$ cat src/hw/rtl/motor_point_transform_core_macros.svh
// ---------------------------------------------------------------------------
// motor point transform assertion macros
// immediate-style wrappers around concurrent checks on clk / arst_n
// ---------------------------------------------------------------------------
`ifndef MOTOR_POINT_TRANSFORM_CORE_MACROS_SVH
`define MOTOR_POINT_TRANSFORM_CORE_MACROS_SVH
`ifndef SYNTHESIS
// same-cycle implication
`define MPT_ASSERT_IMP(lbl, ante, cons, msg) \
	lbl: assert property (@(posedge clk) disable iff (!arst_n) (ante) |-> (cons)) \
		else $error(msg);
// next-cycle implication
`define MPT_ASSERT_NXT(lbl, ante, cons, msg) \
	lbl: assert property (@(posedge clk) disable iff (!arst_n) (ante) |=> (cons)) \
		else $error(msg);
`else
`define MPT_ASSERT_IMP(lbl, ante, cons, msg)
`define MPT_ASSERT_NXT(lbl, ante, cons, msg)
`endif
`endif

$ cat src/hw/rtl/mpt_pkg.sv
`timescale 1ns / 1ps
// ---------------------------------------------------------------------------
// mpt_pkg
// shared types, register map and fixed point helpers for the point transform
// ---------------------------------------------------------------------------
package mpt_pkg;

	// rotor fraction bits, every product is floored by this amount
	localparam int ROT_FRAC = 30;
	localparam int ADDR_W   = 5;

	typedef logic signed [31:0] word_t;
	// floored product of two words
	typedef logic signed [33:0] prod_t;
	// wide accumulator for sums and the final result
	typedef logic signed [38:0] wide_t;

	localparam word_t ROTOR_ONE = word_t'(64'sd1 <<< ROT_FRAC);

	typedef enum logic [2:0] {
		REG_ROTOR_X = 3'd0,
		REG_ROTOR_Y = 3'd1,
		REG_ROTOR_Z = 3'd2,
		REG_ROTOR_W = 3'd3,
		REG_SCREW_X = 3'd4,
		REG_SCREW_Y = 3'd5,
		REG_SCREW_Z = 3'd6,
		REG_SCREW_W = 3'd7
	} reg_idx_t;

	typedef struct packed {
		word_t rx;
		word_t ry;
		word_t rz;
		word_t rw;
		word_t ux;
		word_t uy;
		word_t uz;
		word_t uw;
	} cfg_t;

	// word handed from the front half to the back half of the pipeline
	typedef struct packed {
		logic  valid;
		logic  flag;
		word_t px;
		word_t py;
		word_t pz;
		word_t vx;
		word_t vy;
		word_t vz;
		word_t rxry;
		word_t ryrz;
		word_t rzrx;
		word_t syz;
		word_t szx;
		word_t sxy;
		wide_t lin_x;
		wide_t lin_y;
		wide_t lin_z;
	} prep_t;

	// full 64-bit product, floored by the rotor fraction
	function automatic prod_t mulr(word_t a, word_t b);
		logic signed [63:0] p;
		p = a * b;
		return prod_t'(p >>> ROT_FRAC);
	endfunction

	// true when the value does not fit a signed word
	function automatic logic ovf32(wide_t x);
		return !((&x[38:31]) || (~|x[38:31]));
	endfunction

	// clamp to a signed word
	function automatic word_t sat32(wide_t x);
		word_t r;
		if (ovf32(x)) begin
			r = x[38] ? word_t'(32'h8000_0000) : word_t'(32'h7fff_ffff);
		end else begin
			r = word_t'(x[31:0]);
		end
		return r;
	endfunction

endpackage

$ cat src/hw/rtl/mpt_regs.sv
`timescale 1ns / 1ps
// ---------------------------------------------------------------------------
// mpt_regs
// apb register file holding the rotor and screw of the motor
// ---------------------------------------------------------------------------
`include "motor_point_transform_core_macros.svh"
module mpt_regs (
	input  logic                      clk,
	input  logic                      arst_n,
	input  logic                      psel,
	input  logic                      penable,
	input  logic                      pwrite,
	input  logic [mpt_pkg::ADDR_W-1:0] paddr,
	input  logic [31:0]               pwdata,
	output logic [31:0]               prdata,
	output logic                      pready,
	output mpt_pkg::cfg_t             cfg
);
	import mpt_pkg::*;

	cfg_t     cfg_q;
	reg_idx_t idx;
	logic     wr_en;

	assign pready = 1'b1;
	assign idx    = reg_idx_t'(paddr[ADDR_W-1:2]);
	assign wr_en  = psel && penable && pwrite;
	assign cfg    = cfg_q;

	// register writes, reset loads the identity motor
	always_ff @(posedge clk or negedge arst_n) begin
		if (!arst_n) begin
			cfg_q <= '{rx: '0, ry: '0, rz: '0, rw: ROTOR_ONE,
				ux: '0, uy: '0, uz: '0, uw: '0};
		end else if (wr_en) begin
			unique case (idx)
				REG_ROTOR_X: cfg_q.rx <= word_t'(pwdata);
				REG_ROTOR_Y: cfg_q.ry <= word_t'(pwdata);
				REG_ROTOR_Z: cfg_q.rz <= word_t'(pwdata);
				REG_ROTOR_W: cfg_q.rw <= word_t'(pwdata);
				REG_SCREW_X: cfg_q.ux <= word_t'(pwdata);
				REG_SCREW_Y: cfg_q.uy <= word_t'(pwdata);
				REG_SCREW_Z: cfg_q.uz <= word_t'(pwdata);
				REG_SCREW_W: cfg_q.uw <= word_t'(pwdata);
				default:     cfg_q    <= cfg_q;
			endcase
		end
	end

	// read back
	always_comb begin
		unique case (idx)
			REG_ROTOR_X: prdata = cfg_q.rx;
			REG_ROTOR_Y: prdata = cfg_q.ry;
			REG_ROTOR_Z: prdata = cfg_q.rz;
			REG_ROTOR_W: prdata = cfg_q.rw;
			REG_SCREW_X: prdata = cfg_q.ux;
			REG_SCREW_Y: prdata = cfg_q.uy;
			REG_SCREW_Z: prdata = cfg_q.uz;
			REG_SCREW_W: prdata = cfg_q.uw;
			default:     prdata = '0;
		endcase
	end

	`MPT_ASSERT_NXT(a_rw_written, wr_en && (idx == REG_ROTOR_W), cfg_q.rw == $past(pwdata), "rotor w write lost")
	`MPT_ASSERT_NXT(a_cfg_hold, !wr_en, $stable(cfg_q), "config changed without a write")

endmodule

$ cat config.mk
export PLATFORM = sky130hd
export DESIGN_NAME = mpt_regs
export DESIGN_NICKNAME = d
export VERILOG_FILES = /design/src/hw/rtl/mpt_pkg.sv /design/src/hw/rtl/mpt_regs.sv
export VERILOG_INCLUDE_DIRS = /design/src /design/src/hw/rtl
export SDC_FILE = /design/constraint.sdc
export NUM_CORES = 1
export LEC_CHECK = 0
export ABC_CLOCK_PERIOD_IN_PS = 1900
export BUFFER_PORTS_ARGS = -buffer_cell sky130_fd_sc_hd__buf_2
export CORE_MARGIN = 2
export CORE_UTILIZATION = 30
export CTS_BUF_LIST = sky130_fd_sc_hd__clkbuf_4 sky130_fd_sc_hd__clkbuf_8
export DETAILED_ROUTE_END_ITERATION = 8
export GPL_TIMING_DRIVEN = 0
export SYNTH_ARGS = -nofsm -noshare
export SYNTH_HDL_FRONTEND = slang
export SYNTH_SLANG_ARGS = --single-unit
$ cat constraint.sdc
create_clock -name clk -period 1.9 [get_ports clk]
set_clock_uncertainty 0.05 [all_clocks]
set_input_delay 0.095 -clock clk [delete_from_list [all_inputs] [get_ports clk]]
set_output_delay 0.095 -clock clk [all_outputs]
set_load 0.005 [all_outputs]
Yosys cells after proc, flatten, opt, wreduce, memory -nomap -nowiden
Index checks and enable logic that the tools add are counted.
{"block": "totals", "output_inout_bits": 289, "elab_cells": 27, "inputBits": 42, "ff_bits": 256, "ram_bits": 0, "mem_bits_ro": 0, "latch_bits": 0, "mem_count": 0}
{"block": "classes", "order_cmp": 0, "n_reduce_logical": 11, "mul": 0, "shifts": 0, "n_eq_ne": 7, "muxes": 1, "n_div": 0, "addsub": 0, "bitwise_logic": 0}
{"operator": "case mux 32 bit (8 select lines)", "n": 1}
{"operator": "AND reduction 2 bit", "n": 8}
{"operator": "equality test 3 bit (second input constant)", "n": 4}
{"operator": "equality test 3 x 2 -> 1 bit (second input constant)", "n": 2}
{"operator": "equality test 3 x 1 -> 1 bit (second input constant)", "n": 1}
{"operator": "logical NOT 3 bit", "n": 1}
{"operator": "logical AND 1 bit", "n": 2}

Logic depth before layout (Yosys ltp)
Gate-level depths: netlist of the first run.
{"block": "depth", "depth_word": 3, "mapped_depth": 6, "depth_no_buf": 3}

Worst setup path after synthesis of the first run
No wires, ideal clock.
{"block": "synth_path", "path_kind": "input to register", "start": "in paddr[3] in the netlist's numbering", "end": "reg cfg_q, in the netlist cfg[224]", "setup_slack_ps": 391, "arrival_ps": 1332, "n_path_buf": 3, "cell_stages": 6, "setup_ps": 128, "t_required_ps": 1722, "path_cell_list": "buf_2 nand4b_4 or3_1 clkbuf_1 buf_2 mux2_1"}
{"block": "synth_between", "elab_chain_cells": 2}
{"element": "start, declared", "line_no": "mpt_regs.sv:13", "text": "input logic [mpt_pkg::ADDR_W-1:0] paddr,"}
{"element": "logical NOT 3 bit", "line_no": "mpt_regs.sv:36", "text": "unique case (idx)"}
{"element": "AND reduction 2 bit (no source line)"}
{"element": "end signal, assigned", "line_no": "mpt_regs.sv:33", "text": "cfg_q <= '{rx: '0, ry: '0, rz: '0, rw: ROTOR_ONE,"}
{"element": "end signal, assigned", "line_no": "mpt_regs.sv:45", "text": "default: cfg_q <= cfg_q;"}
{"element": "end, declared", "line_no": "mpt_regs.sv:21", "text": "cfg_t cfg_q;"}
No other way between the ends.
A chain may end at the register's enable or synchronous reset.

Worst setup path after layout of the first run
{"block": "layout_path", "start": "reg cfg_q, in the netlist cfg[173]", "end": "out prdata[13]"}
{"block": "layout_between", "elab_chain_cells": 1}
{"element": "case mux 32 bit (8 select lines)", "line_no": "mpt_regs.sv:52", "text": "unique case (idx)"}
{"element": "end, declared", "line_no": "mpt_regs.sv:15", "text": "output logic [31:0] prdata,"}
No other way between the ends.

==> results of run 1 <==
[cells by family after synthesis]
group	share of synthesized area, %
AND/OR/NAND/NOR	1.33
AO/OA/AOI/OAI	6.65
buffers and inverters	3.42
flip-flops	55.5
multiplexers	33.1
other	0.0325
[final timing paths]
path | start | endpoint | slack (ns) | cells after the start
hold reg to reg | cfg[133] | cfg[133] | 0.46 | 1
max in group asynchronous | arst_n | cfg[8] | 0.44 | 3
min in group clk | paddr[4] | cfg[31] | 0.09 | 4
hold / removal | arst_n | cfg[139] | -0.03 | 2
setup / recovery | cfg[173] | prdata[13] | 0.05 | 4
setup reg to reg | cfg[52] | cfg[52] | 1.03 | 1
[critical path, stage by stage (launching register included)]
cell and delay [ns]:
dfrtp_1 0.38, nand2b_1 0.14, a22oi_1 0.29, a31oi_4 0.15, buf_2 0.15
[cell usage in the layout, fill, tap and decap left out, drive strengths merged, types with 3 or more instances in the layout]
master,netlist,routed
dfrtp,255,255
buf,42,369
nor2,9,9
mux2,256,256
dlygate4sd3,0,36
nor3b,3,3
o22a,31,31
nand2b,4,4
a221oi,29,29
clkbuf,18,91
inv,30,31
mux2i,94,94
clkinv,0,5
o22ai,31,31
[repair_timing]
action / 4_1_cts / 5_1_grt
endpoints found under the setup margin: 32 / 44
buffers inserted: 0 / 2
gates cloned: 0 / 0
pin swaps: 1 / 1
endpoints found under the hold margin: 389 / 11
hold buffers: 36 / 1
resized for setup: 38 / 14
[power groups by stage]
stage | clock, mW | sequential, mW | combinational [mW]
6_report | 5.65 | 7.36 | 3.80
5_1_grt | 6.06 | 7.51 | 4.11
4_1_cts | 5.84 | 7.35 | 3.81
3_5_place_dp | 0 | 7.44 | 3.71
3_3_place_gp | 0 | 7.39 | 3.65
2_1_floorplan | 0 | 7.41 | 1.60
[per-layer routing]
metal / vias up / wire length (um)
li1: 3869 / -
met1: 4490 / 18300
met2: 322 / 21000
met3: 85 / 2620
met4: 4 / 1400
met5: - / 21
[layout make-up]
| cell class | instances | area [um2] | share of cell area, % |
|---|---|---|---|
| buffer | 60 | 347 | 2.25 |
| clock buffer | 73 | 930 | 6.03 |
| clock inverter | 8 | 71.3 | 0.463 |
| inverter | 30 | 113 | 0.731 |
| multi-input combinational | 474 | 4820 | 31.3 |
| sequential | 256 | 6410 | 41.6 |
| tap | 511 | 639 | 4.15 |
| timing repair buffer | 366 | 2080 | 13.5 |
[synthesized netlist by cell type]
cell,instances
nand2_1,2
buf_1,4
nand4b_4,1
a221oi_1,29
mux2i_1,94
conb_1,1
buf_4,4
dfrtp_1,255
a21oi_1,1
or3_1,2
buf_2,34
a31oi_1,2
mux2_2,220
nand4_1,1
nor3b_1,3
mux2_1,36
a211oi_1,2
clkbuf_1,18
o22a_1,31
a22oi_1,1
inv_1,30
nand2b_1,4
a211o_1,1
nor2_1,9
nor2b_1,2
dfstp_2,1
o22ai_1,31
nor3_2,1
[through the flow]
step	utilization (%)	cell area, um2
2_1_floorplan	-	11600
3_3_place_gp	36.6	13800
3_5_place_dp	36.8	13900
4_1_cts	40.6	15300
5_1_grt	40.8	15400
6_report	40.8	15400
==> flow_summary.yaml, run 1 <==
clock_network:
  htreeDepth: 2
  cts_root_buffer: "clkbuf_8"
  cts_buffers: 48
  cts_tree: "done"
  worstSkewPairLatency_ns: 0.59
  clk_pin_slew_worst_paths_ns: 0.05
  ctsLongestPathBuffers: 3
  numClockSinks: 256
synthesis:
  synth_area_um2: 11600
  syn_avg_cell_area_um2: 14.1
  yosysSeqAreaShare_pct: 55.5
  postSynthCellCount: 820
  yosys.area.top_type: "dfrtp_1"
  mappedNetlistNets: 862
  synth_area_leaders: "dfrtp_1 (55%), mux2_2 (21%), mux2i_1 (8.1%)"
  ys_ff_latch: 256
  synth_warnings: 0
  yosysUniqueCellTypes: 28
  yosys.area.top_type_share_pct: 55.2
pwr:
  p_comb_share_pct: 22.6
  clkPwrFrac_pct: 33.6
  p_total_mw: 16.8
  vdd_drop_max_mv: 0.593
  power.switching_mw: 5.00
  p_leak_nw: 7.81
  p_int_mw: 11.8
  pwr-share-seq_pct: 43.8
  p_per_area_nw_per_um2: 1090
  power.share.switching_pct: 29.8
setup_path:
  crit_path_start_kind: "flip-flop"
  cp-end-kind: "output port"
  worstPathMaxFanout: 3
  setup.worst_path.class: "flip-flop to output port"
  crit_arrival_ns: 1.70
  worstPathRequired_ns: 1.75
status:
  outcome: "finished with violations"
  violations: "hold timing"
hold_path:
  min_path_type: "input pin to async pin"
floorplan:
  row_count: 71
  die_area_um2: 40100
  io_pins: 331
  core-area_um2: 37800
  chipHeight_um: 200
  die_w_um: 200
  start_util_pct: 30.6
cells_and_area:
  num-fill-cells: 3665
  largest_register_ffs: 256
  diodes: 0
  final_layout_size_suffix_gt1_share_pct: 55.3
  num-nets-final: 1278
  final_cells: 1778
  area_delta_synth_final_pct: 33.4
timing:
  min_period_over_period_pct: 97.3
  hold_ws_ns: -0.0292
  period_minus_slack_ns: 1.85
  hold_viol_final: 44
  setup-violations-final: 0
  fin_ws_ns: 0.0520
  rsz0062_at_grt: "yes"
  setup_tns_ns: 0
  fmax_ghz: 0.541
  tightest_slew_ns: 1.08
  maxSlewViolCount: 0
  maxSlewHeadroom_pct: 28.2
route:
  routed-via-count: 8770
  firstDrtPassIters: 4
  drc: 0
  initialDrtViolationCount: 373
  drtAntennaViolNets: 0
  viasPerCell: 4.93
  wl_per_cell_um: 24.4
  wirelength_um: 43400
place:
  dp_hpwl_um: 29000
  place_ws_ns: -0.632
  gp_congestion: 0.789
  dp.cells: 1658
  numPortBuffers: 325
global_route:
  grt_pass1_wl_um: 62600
  grt_usage_pct: 21.4
  grt_use_met3_pct: 4.83
  grt_max_degree: 109
  grt_util_met1_pct: 27.3
  busiest_layer: "met2"
  first_global_vias: 9065
  grt-ovfl-total: 0
  antenna_found_initial: 2
  grtUsageMet2_pct: 34.9
run:
  maxCapViolCount: 0
Power figures use the tool's default switching activity.
==> run 2: changes to the inputs <==
--- a/config.mk
+++ b/config.mk
@@ -6,6 +6,7 @@
 export SDC_FILE = /design/constraint.sdc
 export NUM_CORES = 1
 export LEC_CHECK = 0
+export ABC_AREA = 1
 export ABC_CLOCK_PERIOD_IN_PS = 1900
 export BUFFER_PORTS_ARGS = -buffer_cell sky130_fd_sc_hd__buf_2
 export CORE_MARGIN = 2
==> flow_summary.yaml, run 2 <==
cells_and_area:
  largest_register_ffs: 256
  final_area_um2: 15600
  final_layout_size_suffix_gt1_share_pct: 27.8
  area_delta_synth_final_pct: 32.1
  layout_commonest_cell: "buf_2"
  mostFrequentLayoutCells: "buf_2 (400), nand2_1 (294), dfrtp_1 (254), nor2_1 (192), nand4_1 (160)"
  num-fill-cells: 4038
  num-nets-final: 1874
  final_cells: 2387
setup_path:
  setup.worst_path.class: "flip-flop to output port"
  crit_arrival_ns: 1.73
  rrSetupSlack_ns: 1.10
  cp-end-kind: "output port"
  worstPathRequired_ns: 1.75
  worstPathMaxFanout: 3
  crit_path_start_kind: "flip-flop"
route:
  wl_met1_um: 23500
  top_layer: "met4"
  route.met3.wl_um: 5690
  drtAntennaViolNets: 0
  wirelength_um: 57600
  routed-via-count: 12800
  drc: 0
  firstDrtPassIters: 5
  initialDrtViolationCount: 1356
  viasPerCell: 5.37
  wl_per_cell_um: 24.1
  met2_length_um: 25900
floorplan:
  chipHeight_um: 202
  die_w_um: 202
  die_area_um2: 40900
  io_pins: 331
  row_count: 72
  start_util_pct: 30.4
  core-area_um2: 38700
pwr:
  p_leak_nw: 8.09
  p_total_mw: 17.4
  p_per_area_nw_per_um2: 1120
  vdd_drop_max_mv: 0.472
timing:
  maxSlewHeadroom_pct: 41.2
  fmax_ghz: 0.533
  hold_viol_final: 0
  rsz0062_at_grt: "no"
  tightest_slew_ns: 0.882
  setup-violations-final: 0
  period_minus_slack_ns: 1.88
  maxSlewViolCount: 0
  min_period_over_period_pct: 98.8
global_route:
  grt-ovfl-total: 0
  first_global_vias: 12100
  antenna_found_initial: 1
  grt_pass1_wl_um: 81900
  grt_max_degree: 119
  grt_usage_pct: 27.5
clock_network:
  htreeDepth: 2
  cts_buffers: 46
  worstSkewPairLatency_ns: 0.59
  cts_root_buffer: "clkbuf_8"
  ctsLongestPathBuffers: 3
  numClockSinks: 256
  clk_pin_slew_worst_paths_ns: 0.06
  cts_tree: "done"
  cts_setup_buffers: 0
synthesis:
  ys_ff_latch: 256
  synth_common_cells: "nand2_1 (294), dfrtp_1 (255), nor2_1 (192), nand4_1 (160), o21ai_1 (129)"
  postSynthCellCount: 1419
  post-synth-top-count-cell: "nand2_1"
  synth_warnings: 0
  yosysSeqAreaShare_pct: 54.3
  mappedNetlistNets: 1461
  yosys.area.top_type: "dfrtp_1"
  synth_flop_cell: "dfrtp_1"
  synth_area_um2: 11800
  yosysUniqueCellTypes: 22
  ys_async_sr_fraction_pct: 100
  synth_edf_count: 0
  yosys.area.top_type_share_pct: 54.1
  syn_avg_cell_area_um2: 8.31
  synth_area_leaders: "dfrtp_1 (54%), nand2_1 (9.4%), nand4_1 (8.5%)"
run:
  maxCapViolCount: 0
place:
  dp_hpwl_um: 39900
  placed_area_um2: 14100
  gp_congestion: 0.856
  dp.cells: 2264
  numPortBuffers: 325
status:
  outcome: "finished, final reports clean"
hold_path:
  min_path_type: "input pin to flip-flop"
-- run 2: area by class of cell --
class | instances | area [um2] | share of cell area [%]
multi-input cells | 979 | 4550 | 29.2
flip-flops and latches | 256 | 6410 | 41.2
plain buffers | 115 | 591 | 3.79
diodes | 1 | 2.50 | 0.0161
repair buffers | 365 | 2080 | 13.4
well taps | 518 | 648 | 4.16
inverters | 69 | 262 | 1.68
clock inverters | 11 | 91.3 | 0.587
clock buffers | 73 | 942 | 6.05
-- run 2: report_power, final --
group | internal [mW] | leakage [nW] | switching (mW) | total (mW)
logic | 1.70 | 4.37 | 2.31 | 4.01
registers | 6.61 | 3.17 | 0.985 | 7.60
clock network | 3.29 | 0.547 | 2.54 | 5.84
-- run 2: stage by stage --
step / utilization, % / hold slack [ns] / setup slack [ns] / TNS, ns
after floorplan: - / -0.251 / 0.768 / 0
after global placement: 36.3 / 0.267 / -4.19 / -1063.29
after global routing: 40.2 / 0.0951 / 0.000839 / 0
after CTS: 40.2 / 0.0152 / 0.0199 / 0
final: 40.2 / 0.0843 / 0.0229 / 0
after detailed placement: 36.5 / -0.0468 / -0.0308 / -0.0308
-- run 2: logic make-up (layout without fill, tap and decap cells) --
kind of cell | count (synthesis) | count (layout) | synth area share, %
flip-flops | 256 | 256 | 54.3
AND/OR/NAND/NOR | 722 | 722 | 27.6
buffers and inverters | 184 | 633 | 7.12
AO/OA/AOI/OAI | 256 | 256 | 10.9
other | 1 | 2 | 0.0318
-- run 2: routing by layer --
metal / vias to the layer above / GRT usage (%)
li1: 5639 / -
met1: 6257 / 36.8
met2: 768 / 42.2
met3: 144 / 6.24
met4: 0 / 13.0
met5: - / 0
-- run 2: what timing repair did --
action	CTS	global route
gates resized for setup	2	10
hold buffers	38	0
endpoints found under the hold margin	511	0
endpoints found under the setup margin	1	7
-- run 2: final timing paths --
path | to | startpoint | depth (start not counted)
setup / recovery | prdata[31] | cfg[223] | 5
hold / removal | cfg[239] | paddr[4] | 6
setup reg to reg | cfg[158] | cfg[158] | 2
hold reg to reg | cfg[158] | cfg[158] | 2
max in group asynchronous | cfg[223] | arst_n | 4
min in group asynchronous | cfg[18] | arst_n | 4
-- run 2: worst max-delay path, stage by stage (launching register included) --
cell and delay (ns):
dfrtp_2 0.47, nand4_1 0.12, nand2_1 0.11, nor2_1 0.10, nand3_1 0.16, buf_2 0.18
